===== config.mk =====
export PLATFORM = sky130hd
export DESIGN_NAME = sticky_order_reranker
export DESIGN_NICKNAME = d
export VERILOG_FILES = /design/src/rtl/srr_pkg.sv /design/src/rtl/srr_ctrl.sv /design/src/rtl/srr_dp.sv /design/src/rtl/sticky_order_reranker.sv
export SDC_FILE = /design/constraint.sdc
export NUM_CORES = 2
export LEC_CHECK = 0
export ABC_AREA = 1
export BUFFER_PORTS_ARGS = -buffer_cell sky130_fd_sc_hd__buf_2
export CAP_MARGIN = 20
export CORE_ASPECT_RATIO = 2
export CORE_UTILIZATION = 65
export DETAILED_ROUTE_END_ITERATION = 6
export HOLD_SLACK_MARGIN = 0.15
export PLACE_DENSITY = 0.82
export SLEW_MARGIN = 20
export SYNTH_ARGS = -nofsm -noshare
export SYNTH_HDL_FRONTEND = slang
export SYNTH_SLANG_ARGS = --single-unit

===== constraint.sdc =====
create_clock -name clock -period 13.8 [get_ports clock]
set_input_delay 2.76 -clock clock [delete_from_list [all_inputs] [get_ports clock]]
set_output_delay 2.76 -clock clock [all_outputs]
set_load 0.01 [all_outputs]

===== src/rtl/srr_pkg.sv =====
package srr_pkg;

   localparam int MAX_ROWS = 32;
   localparam int SLOTS    = 32;
   localparam int ROW_CAP  = (MAX_ROWS < SLOTS) ? MAX_ROWS : SLOTS;

   typedef struct packed {
      logic              row_valid;
      logic [47:0]       row_mac;
      logic signed [7:0] row_rssi;
      logic              last_row;
   } req_type;

   typedef struct packed {
      logic [4:0]        source_index;
      logic [47:0]       out_mac;
      logic signed [7:0] out_rssi;
      logic              is_last;
   } rsp_type;

   // controller to datapath
   typedef struct packed {
      logic load;
      logic run_init;
      logic sel_j;
      logic match_hit;
      logic match_next_j;
      logic match_next_i;
      logic pick_skip;
      logic pick_take;
      logic scan_next;
      logic scan_insert;
      logic emit_init;
      logic emit_row;
      logic finish;
   } cmd_type;

   // datapath to controller
   typedef struct packed {
      logic i_done;
      logic hit;
      logic j_last;
      logic j_done;
      logic j_claimed;
      logic k_place;
      logic emit_last;
      logic none;
   } status_type;

endpackage


===== src/rtl/srr_ctrl.sv =====
module srr_ctrl (
   input  logic                clock,
   input  logic                reset,
   input  logic                start,
   input  logic                row_valid,
   input  logic                last_row,
   input  srr_pkg::status_type status,
   output srr_pkg::cmd_type    cmd,
   output logic                busy
);
   import srr_pkg::*;

   typedef enum logic [4:0] {
      ST_IDLE  = 5'b00001,
      ST_MATCH = 5'b00010,
      ST_PICK  = 5'b00100,
      ST_SCAN  = 5'b01000,
      ST_EMIT  = 5'b10000
   } state_type;

   state_type state_ff, state_in;

   always_ff @(posedge clock) begin
      if (reset) begin
         state_ff <= ST_IDLE;
      end else begin
         state_ff <= state_in;
      end
   end

   assign busy = (state_ff != ST_IDLE);

   always_comb begin
      state_in = state_ff;
      cmd      = '0;
      unique case (state_ff)
         ST_IDLE: begin
            if (start) begin
               cmd.load = row_valid;
               if (last_row) begin
                  cmd.run_init = 1'b1;
                  state_in     = ST_MATCH;
               end
            end
         end
         ST_MATCH: begin
            cmd.sel_j = 1'b1;
            if (status.i_done) begin
               state_in = ST_PICK;
            end else if (status.hit) begin
               cmd.match_hit = 1'b1;
            end else if (status.j_last) begin
               cmd.match_next_i = 1'b1;
            end else begin
               cmd.match_next_j = 1'b1;
            end
         end
         ST_PICK: begin
            cmd.sel_j = 1'b1;
            if (status.j_done) begin
               cmd.emit_init = 1'b1;
               state_in      = ST_EMIT;
            end else if (status.j_claimed) begin
               cmd.pick_skip = 1'b1;
            end else begin
               cmd.pick_take = 1'b1;
               state_in      = ST_SCAN;
            end
         end
         ST_SCAN: begin
            if (status.k_place) begin
               cmd.scan_insert = 1'b1;
               state_in        = ST_PICK;
            end else begin
               cmd.scan_next = 1'b1;
            end
         end
         ST_EMIT: begin
            if (status.none) begin
               cmd.finish = 1'b1;
               state_in   = ST_IDLE;
            end else begin
               cmd.emit_row = 1'b1;
               if (status.emit_last) begin
                  cmd.finish = 1'b1;
                  state_in   = ST_IDLE;
               end
            end
         end
         default: begin
            state_in = ST_IDLE;
         end
      endcase
   end

endmodule


===== src/rtl/srr_dp.sv =====
module srr_dp (
   input  logic                clock,
   input  logic                reset,
   input  srr_pkg::req_type    req_data,
   input  srr_pkg::cmd_type    cmd,
   output srr_pkg::status_type status,
   output logic                rsp_strobe,
   output srr_pkg::rsp_type    rsp_data
);
   import srr_pkg::*;

   logic [47:0]       kept_mac_ff   [SLOTS];
   logic [47:0]       loaded_mac_ff [SLOTS];
   logic signed [7:0] loaded_rssi_ff[SLOTS];
   logic [4:0]        order_ff      [SLOTS];
   logic [SLOTS-1:0]  claimed_ff;
   logic [5:0]        kept_count_ff;
   logic [5:0]        loaded_count_ff;
   logic [5:0]        placed_ff;
   logic [5:0]        i_ff;
   logic [5:0]        j_ff;
   logic [5:0]        k_ff;
   logic signed [7:0] cand_ff;
   logic              rsp_strobe_ff;
   rsp_type           rsp_ff;

   logic [4:0]        src;
   logic [4:0]        rd_addr;
   logic [47:0]       mac_rd;
   logic signed [7:0] rssi_rd;

   // order entry at the scan / emit position
   assign src     = order_ff[k_ff[4:0]];
   assign rd_addr = cmd.sel_j ? j_ff[4:0] : src;
   assign mac_rd  = loaded_mac_ff[rd_addr];
   assign rssi_rd = loaded_rssi_ff[rd_addr];

   assign status.i_done    = (i_ff >= kept_count_ff) || (loaded_count_ff == 6'd0);
   assign status.hit       = !claimed_ff[j_ff[4:0]] && (mac_rd == kept_mac_ff[i_ff[4:0]]);
   assign status.j_last    = ((j_ff + 6'd1) >= loaded_count_ff);
   assign status.j_done    = (j_ff >= loaded_count_ff);
   assign status.j_claimed = claimed_ff[j_ff[4:0]];
   assign status.k_place   = (k_ff >= placed_ff) || (cand_ff > rssi_rd);
   assign status.emit_last = ((k_ff + 6'd1) >= placed_ff);
   assign status.none      = (placed_ff == 6'd0);

   always_ff @(posedge clock) begin
      if (reset) begin
         kept_count_ff   <= '0;
         loaded_count_ff <= '0;
         claimed_ff      <= '0;
         placed_ff       <= '0;
         i_ff            <= '0;
         j_ff            <= '0;
         k_ff            <= '0;
         rsp_strobe_ff   <= 1'b0;
      end else begin
         rsp_strobe_ff <= cmd.emit_row;
         if (cmd.load && (loaded_count_ff < 6'(ROW_CAP))) begin
            loaded_mac_ff[loaded_count_ff[4:0]]  <= req_data.row_mac;
            loaded_rssi_ff[loaded_count_ff[4:0]] <= req_data.row_rssi;
            loaded_count_ff                      <= loaded_count_ff + 6'd1;
         end
         if (cmd.run_init) begin
            i_ff      <= '0;
            j_ff      <= '0;
            placed_ff <= '0;
            claimed_ff <= '0;
         end
         if (cmd.match_hit) begin
            order_ff[placed_ff[4:0]] <= j_ff[4:0];
            claimed_ff[j_ff[4:0]]    <= 1'b1;
            placed_ff                <= placed_ff + 6'd1;
            i_ff                     <= i_ff + 6'd1;
            j_ff                     <= '0;
         end
         if (cmd.match_next_i) begin
            i_ff <= i_ff + 6'd1;
            j_ff <= '0;
         end
         if (cmd.match_next_j || cmd.pick_skip) begin
            j_ff <= j_ff + 6'd1;
         end
         if (cmd.pick_take) begin
            cand_ff <= rssi_rd;
            k_ff    <= '0;
         end
         if (cmd.scan_next) begin
            k_ff <= k_ff + 6'd1;
         end
         if (cmd.scan_insert) begin
            // open a gap at k and drop the candidate in
            for (int e = 0; e < SLOTS; e++) begin
               if (6'(e) == k_ff) begin
                  order_ff[e] <= j_ff[4:0];
               end else if ((e > 0) && (6'(e) > k_ff) && (6'(e) <= placed_ff)) begin
                  order_ff[e] <= order_ff[(e > 0) ? e - 1 : 0];
               end
            end
            claimed_ff[j_ff[4:0]] <= 1'b1;
            placed_ff             <= placed_ff + 6'd1;
            j_ff                  <= j_ff + 6'd1;
         end
         if (cmd.emit_init) begin
            k_ff <= '0;
         end
         if (cmd.emit_row) begin
            kept_mac_ff[k_ff[4:0]] <= mac_rd;
            rsp_ff.source_index    <= src;
            rsp_ff.out_mac         <= mac_rd;
            rsp_ff.out_rssi        <= rssi_rd;
            rsp_ff.is_last         <= status.emit_last;
            k_ff                   <= k_ff + 6'd1;
         end
         if (cmd.finish) begin
            kept_count_ff   <= placed_ff;
            loaded_count_ff <= '0;
            claimed_ff      <= '0;
         end
      end
   end

   assign rsp_strobe = rsp_strobe_ff;
   assign rsp_data   = rsp_ff;

endmodule


===== src/rtl/sticky_order_reranker.sv =====
// sticky order reranker
// input: an item is taken when start is high and busy is low; each item
// carries at most one row (mac and signed rssi) and may carry the last mark.
// rows beyond 32 in a snapshot are dropped, the last mark still counts.
// a plain row is taken and busy stays low.
// on the last mark busy rises and a run starts: the previous emitted order
// is walked, each kept mac compared with one loaded row a cycle, then each
// remaining row is inserted by rssi, one placed entry compared a cycle.
// the rows then leave one a cycle on rsp_data with rsp_strobe high for
// exactly one cycle each, is_last on the final one; the receiver cannot
// stall, every strobe is a transfer. busy falls with the final row.
// an empty snapshot end emits nothing and clears the kept order.
// reset clears the kept order and any half loaded snapshot.
module sticky_order_reranker (
   input  logic             clock,
   input  logic             reset,
   input  logic             start,
   output logic             busy,
   input  srr_pkg::req_type req_data,
   output logic             rsp_strobe,
   output srr_pkg::rsp_type rsp_data
);
   import srr_pkg::*;

   cmd_type    cmd;
   status_type status;

   srr_ctrl u_ctrl (
      .clock     (clock),
      .reset     (reset),
      .start     (start),
      .row_valid (req_data.row_valid),
      .last_row  (req_data.last_row),
      .status    (status),
      .cmd       (cmd),
      .busy      (busy)
   );

   srr_dp u_dp (
      .clock      (clock),
      .reset      (reset),
      .req_data   (req_data),
      .cmd        (cmd),
      .status     (status),
      .rsp_strobe (rsp_strobe),
      .rsp_data   (rsp_data)
   );

endmodule

==> metrics.md <==
| Metric | Value |
|---|---|
| Sw frac | `approximately 27%` |
| Result of the run | `finished, final reports clean` |
| Quantity of hold-fixing buffers added after cts | `0` |
| Total power | `0.0250 W` |
| Count of yosys warnings during synthesis | `0` |
| Number of endpoints with negative hold slack in the final report | `0` |
| Fill count | `14.2k` |
| Final wirelength | `470,000 µm` |
| H-Tree Level Count | `5` |
| Number of enable flip-flop cells after synthesis | `3,558` |
| Proportion of register bits with asynchronous set or reset after synthesis | `0%` |
| Maximum count of clock buffers along a single path | `4` |
| Main combinational cell family by area after synthesis | `simple AND/OR/NAND/NOR gates` |
| Quantity of I/O buffers inserted on ports | `approximately 120` |
| DRC viols | `0` |
| Ports | `125` |
| Fraction of power consumed by sequential logic | `51.4%` |
| Static power due to leakage | `55.8 nW` |
| Nets@finish | `12.3k` |
| Detailed-routing iteration count for the pre-antenna-repair pass | `7` |
| Register-to-register setup slack | `between 3000 and 4000 ps` |
| Number of setup violations in the final report | `0` |
| Worst setup skew after layout | `55.8 ps` |
| Ranking of synthesized cells by area | `edfxtp_1 (72%), nand3_1 (6.4%), nand2_1 (6.3%), o21ai_0 (3.4%), nor2_1 (2.7%)` |
| Row Count | `around 250` |
| Setup tns final | `0 ps` |
| Power per unit of standard cell area | `155 nW/µm²` |
| Part of the cycle the worst path needs | `76.0%` |
| Worst R2R End | `u_dp.order_ff[5][2]` |
| Required time at the endpoint of the critical path | `around 14,000 ps` |
| Sequential Area | `between 100,000 and 150,000 µm²` |
| Initial standard-cell utilization of the core | `65.3%` |
| Maximum number of pins on one net before global-route repair | `between 200 and 250` |
| Max-slew headroom at the worst pin | `~17%` |
| Average via count per standard cell | `6.96` |
| Clock tree from TritonCTS | `built` |
| Sequential-to-total area share from yosys stat | `72.9%` |
| Clock buffer count from CTS | `302` |
| All-Layer GR Usage | `39.8%` |
| Arr. time, crit path | `10,980 ps` |
| Area of the multi-input gates | `36,100 µm²` |
| Crit path time final | `10,490 ps` |
| Resized Gates After CTS | `0` |
| Peak VDD IR | `approximately 160 µV` |
| Mapped Area | `149,000 µm²` |
| Area growth from synthesis to final layout | `8.67%` |
| Number of antenna violations at the first check in global routing | `33` |
| Critical Path Fanout Max | `between 70 and 80` |
| Fraction of layout cells with a size suffix above 1 | `7.55%` |
| Power share of the combinational group | `~14%` |
| Main flop type after synthesis | `edfxtp_1` |
| Global-route wire length before repair | `669,000 µm` |
| Most area-hungry cell type in the Yosys netlist | `edfxtp_1` |
| HPWL reported at the end of detailed placement | `259,000 µm` |
| Simple-gate share of the synthesized area | `15.9%` |
| Critical Path Start Type | `flip-flop` |
| Die Wd | `340 µm` |
| Net switching power figure | `about 0.0068 W` |
| Share of the synthesized area in compound gates (AO/OA/AOI/OAI) | `roughly 7.1%` |
| Critical Path End Type | `flip-flop` |
| Routed wire length per instance | `30.5 µm` |
| Min-delay worst type | `flip-flop to flip-flop` |
| Clock-pin slew reported for the worst setup and hold paths after clock tree synthesis | `roughly 60 ps` |
| Count of different cell masters after synthesis | `55` |
| Root Buffer | `clkbuf_16` |
| Critical path's largest stage delay | `roughly 810 ps` |
| Share of the synthesized netlist area taken by xor and xnor gates | `0.0765%` |
| Unrepaired setup endpoints after global routing | `false` |
| Antenna violation net count after detailed routing | `0` |
| Adder-cell area share of the yosys netlist | `0.471%` |
| Net count after synthesis | `12.4k` |
| Core area | `228,000 µm²` |
| Avg Inst Size Synth | `12.1 µm²` |
| Total die area | `approximately 230,000 µm²` |
| Worst Reg-to-Reg Cells | `31` |
| Vias after detailed routing | `around 110k` |
| Clk pwr share | `34.2%` |
| Internal power summed over all cells | `0.0183 W` |
| Number of max-slew violations in the final report | `0` |
| Fraction of post-synthesis cell area in the top cell type by area | `71.8%` |
| Via count of the first global-routing pass | `between 100k and 150k` |
| Skew-Pair Late Insertion Delay | `around 910 ps` |
| Global route overflow | `0` |
| Least-Margin Pin Slew | `1240 ps` |
| Slowest library cell on the worst path | `nand2_1` |
| Number of setup buffers added after CTS | `0` |
| Sinks on Clock Net | `~3.6k` |
| Final weighted congestion of routability-driven global placement | `1.01` |
| Highest clock rate | `between 90 and 100 MHz` |
| Reported max-cap violation count | `0` |
| Worst Path Class, Setup | `flip-flop to flip-flop` |
| Synthesized flop and latch total | `3,642` |
| Vertical die dimension | `679 µm` |
| Number of standard cells after synthesis | `12.3k` |
| Share of cell area taken by muxes after synthesis | `0.342%` |
| Number of DRC violations after detailed-routing iteration 0 | `about 17k` |
| Setup crit end | `u_dp.order_ff[5][2]` |
-- metrics by stage --
stage	hold slack (ps)	std cells	area, µm²	utilization (%)	setup WS, ps
global route	485	15400	162000	71.0	2990
CTS	457	15400	162000	70.9	3760
global placement	445	14800	152000	66.7	4090
finish	462	15400	162000	71.0	3310
floorplan	427	12300	149000	-	4740
detailed placement	446	14800	152000	66.7	3900
-- layout by cell type, fill, tap and decap left out, drive strengths merged, types with 2 or more instances in the layout --
cell	synthesis	routed
a32o	50	50
bufinv	0	27
buf	378	346
o211ai	40	40
o221ai	34	34
o21a	7	7
a221oi	2	2
mux2i	34	34
a31o	29	29
a211oi	3	3
diode	0	23
inv	280	297
ha	56	56
nand2	2509	2509
a21boi	4	4
clkinvlp	0	13
mux2	15	15
nand3	1905	1905
o2111ai	2	2
nor3	20	20
a31oi	23	23
a2111oi	7	7
xor2	13	13
o22ai	377	377
nand4	43	43
a32oi	2	2
clkinv	3	111
nand3b	32	32
clkbuf	452	364
nor4	8	8
dfxtp	84	84
a21o	2	2
edfxtp	3558	3558
a21oi	229	229
o21ai	1043	1043
nor2	1067	1067
o31ai	2	2
-- cells by family (layout without fill, tap and decap cells) --
logic type | count (synthesis) | count (layout)
other | 0 | 23
and+or+nand+nor | 5586 | 5586
muxes | 49 | 49
xor gates and xnor gates | 13 | 13
DFF | 3642 | 3642
buffers and inverters | 1113 | 1158
AOI/OAI and AO/OA | 1861 | 1861
adders and majority gates | 56 | 56
-- flip-flops by register name, summed over array words and instances, names as in the netlist, 5 cells and up, named ones only --
| register | cells |
|---|---|
| u_dp.order_ff | 160 |
| u_dp.j_ff | 6 |
| u_dp.i_ff | 6 |
| u_dp.claimed_ff | 32 |
| u_ctrl.state_ff | 5 |
| u_dp.placed_ff | 6 |
| u_dp.kept_count_ff | 6 |
| u_dp.cand_ff | 8 |
| u_dp.loaded_count_ff | 6 |
| u_dp.rsp_data | 62 |
| u_dp.k_ff | 6 |
| u_dp.loaded_mac_ff | 1536 |
| u_dp.loaded_rssi_ff | 256 |
| u_dp.kept_mac_ff | 1536 |
-- cell type report --
| cell class | count | area share, % |
|---|---|---|
| Clock inverter | 165 | 1.03 |
| Multi-Input combinational cell | 7565 | 22.4 |
| Inverter | 283 | 0.679 |
| Sequential cell | 3642 | 67.1 |
| Clock buffer | 364 | 4.90 |
| Timing Repair Buffer | 346 | 1.55 |
| Tap cell | 3000 | 2.32 |
| Antenna cell | 23 | 0.0356 |
-- power by group through the flow --
| stage | logic [W] | registers, W | clock network, W |
|---|---|---|---|
| 6_report | 0.00361 | 0.0129 | 0.00857 |
| 2_1_floorplan | 0.00216 | 0.0131 | 0 |
| 3_5_place_dp | 0.00340 | 0.0131 | 0 |
| 4_1_cts | 0.00343 | 0.0129 | 0.00853 |
| 5_1_grt | 0.00379 | 0.0129 | 0.00891 |
| 3_3_place_gp | 0.00324 | 0.0131 | 0 |
-- worst min path at each step --
| stage | start | to | slack [ps] | depth (start not counted) |
|---|---|---|---|---|
| finish | u_dp.claimed_ff[13] | u_dp.claimed_ff[13] | 460 | 2 |
| global route | u_dp.claimed_ff[13] | u_dp.claimed_ff[13] | 480 | 2 |
| CTS | u_dp.kept_count_ff[0] | u_dp.kept_count_ff[0] | 460 | 2 |
| detailed placement | u_dp.kept_count_ff[0] | u_dp.kept_count_ff[0] | 450 | 2 |
| global placement | u_dp.kept_count_ff[0] | u_dp.kept_count_ff[0] | 440 | 2 |
| floorplan | u_dp.kept_count_ff[0] | u_dp.kept_count_ff[0] | 430 | 2 |
-- layer usage --
| metal | vias up | share of wire [%] | track usage [%] |
|---|---|---|---|
| met5 | - | 0.014 | 0 |
| met4 | 10 | 10 | 34.5 |
| met3 | 2620 | 13 | 9.31 |
| met2 | 9583 | 48 | 64.3 |
| met1 | 50800 | 29 | 44.5 |
| li1 | 44200 | - | - |
-- worst max-delay path, delay by kind of cell, from the launching register on --
family | cells | cell delay (ps)
AND/OR/NAND/NOR | 23 | 5270
buffers and inverters | 7 | 3820
AO/OA/AOI/OAI | 1 | 360
flip-flops | 1 | 310
-- cells in the mapped netlist (3+ instances only) --
cell,count
edfxtp_1,3558
nand2_1,2507
nand3_1,1903
nor2_1,1063
o21ai_0,1020
clkbuf_1,450
o22ai_1,377
inv_1,270
buf_2,262
a21oi_1,229
dfxtp_1,84
buf_1,64
ha_1,56
a32o_1,50
nand4_1,43
buf_4,41
o211ai_1,40
mux2i_1,34
o221ai_1,34
nand3b_1,32
a31o_2,29
a31oi_1,23
nor3_1,20
o21ai_1,20
mux2_2,15
xor2_1,13
buf_6,11
inv_2,10
nor4_1,8
o21a_1,7
a2111oi_0,6
a21boi_0,4
a211oi_1,3
clkinv_1,3
nor2_2,3
o21ai_2,3
Note: power is estimated with default switching activity, not from simulation.
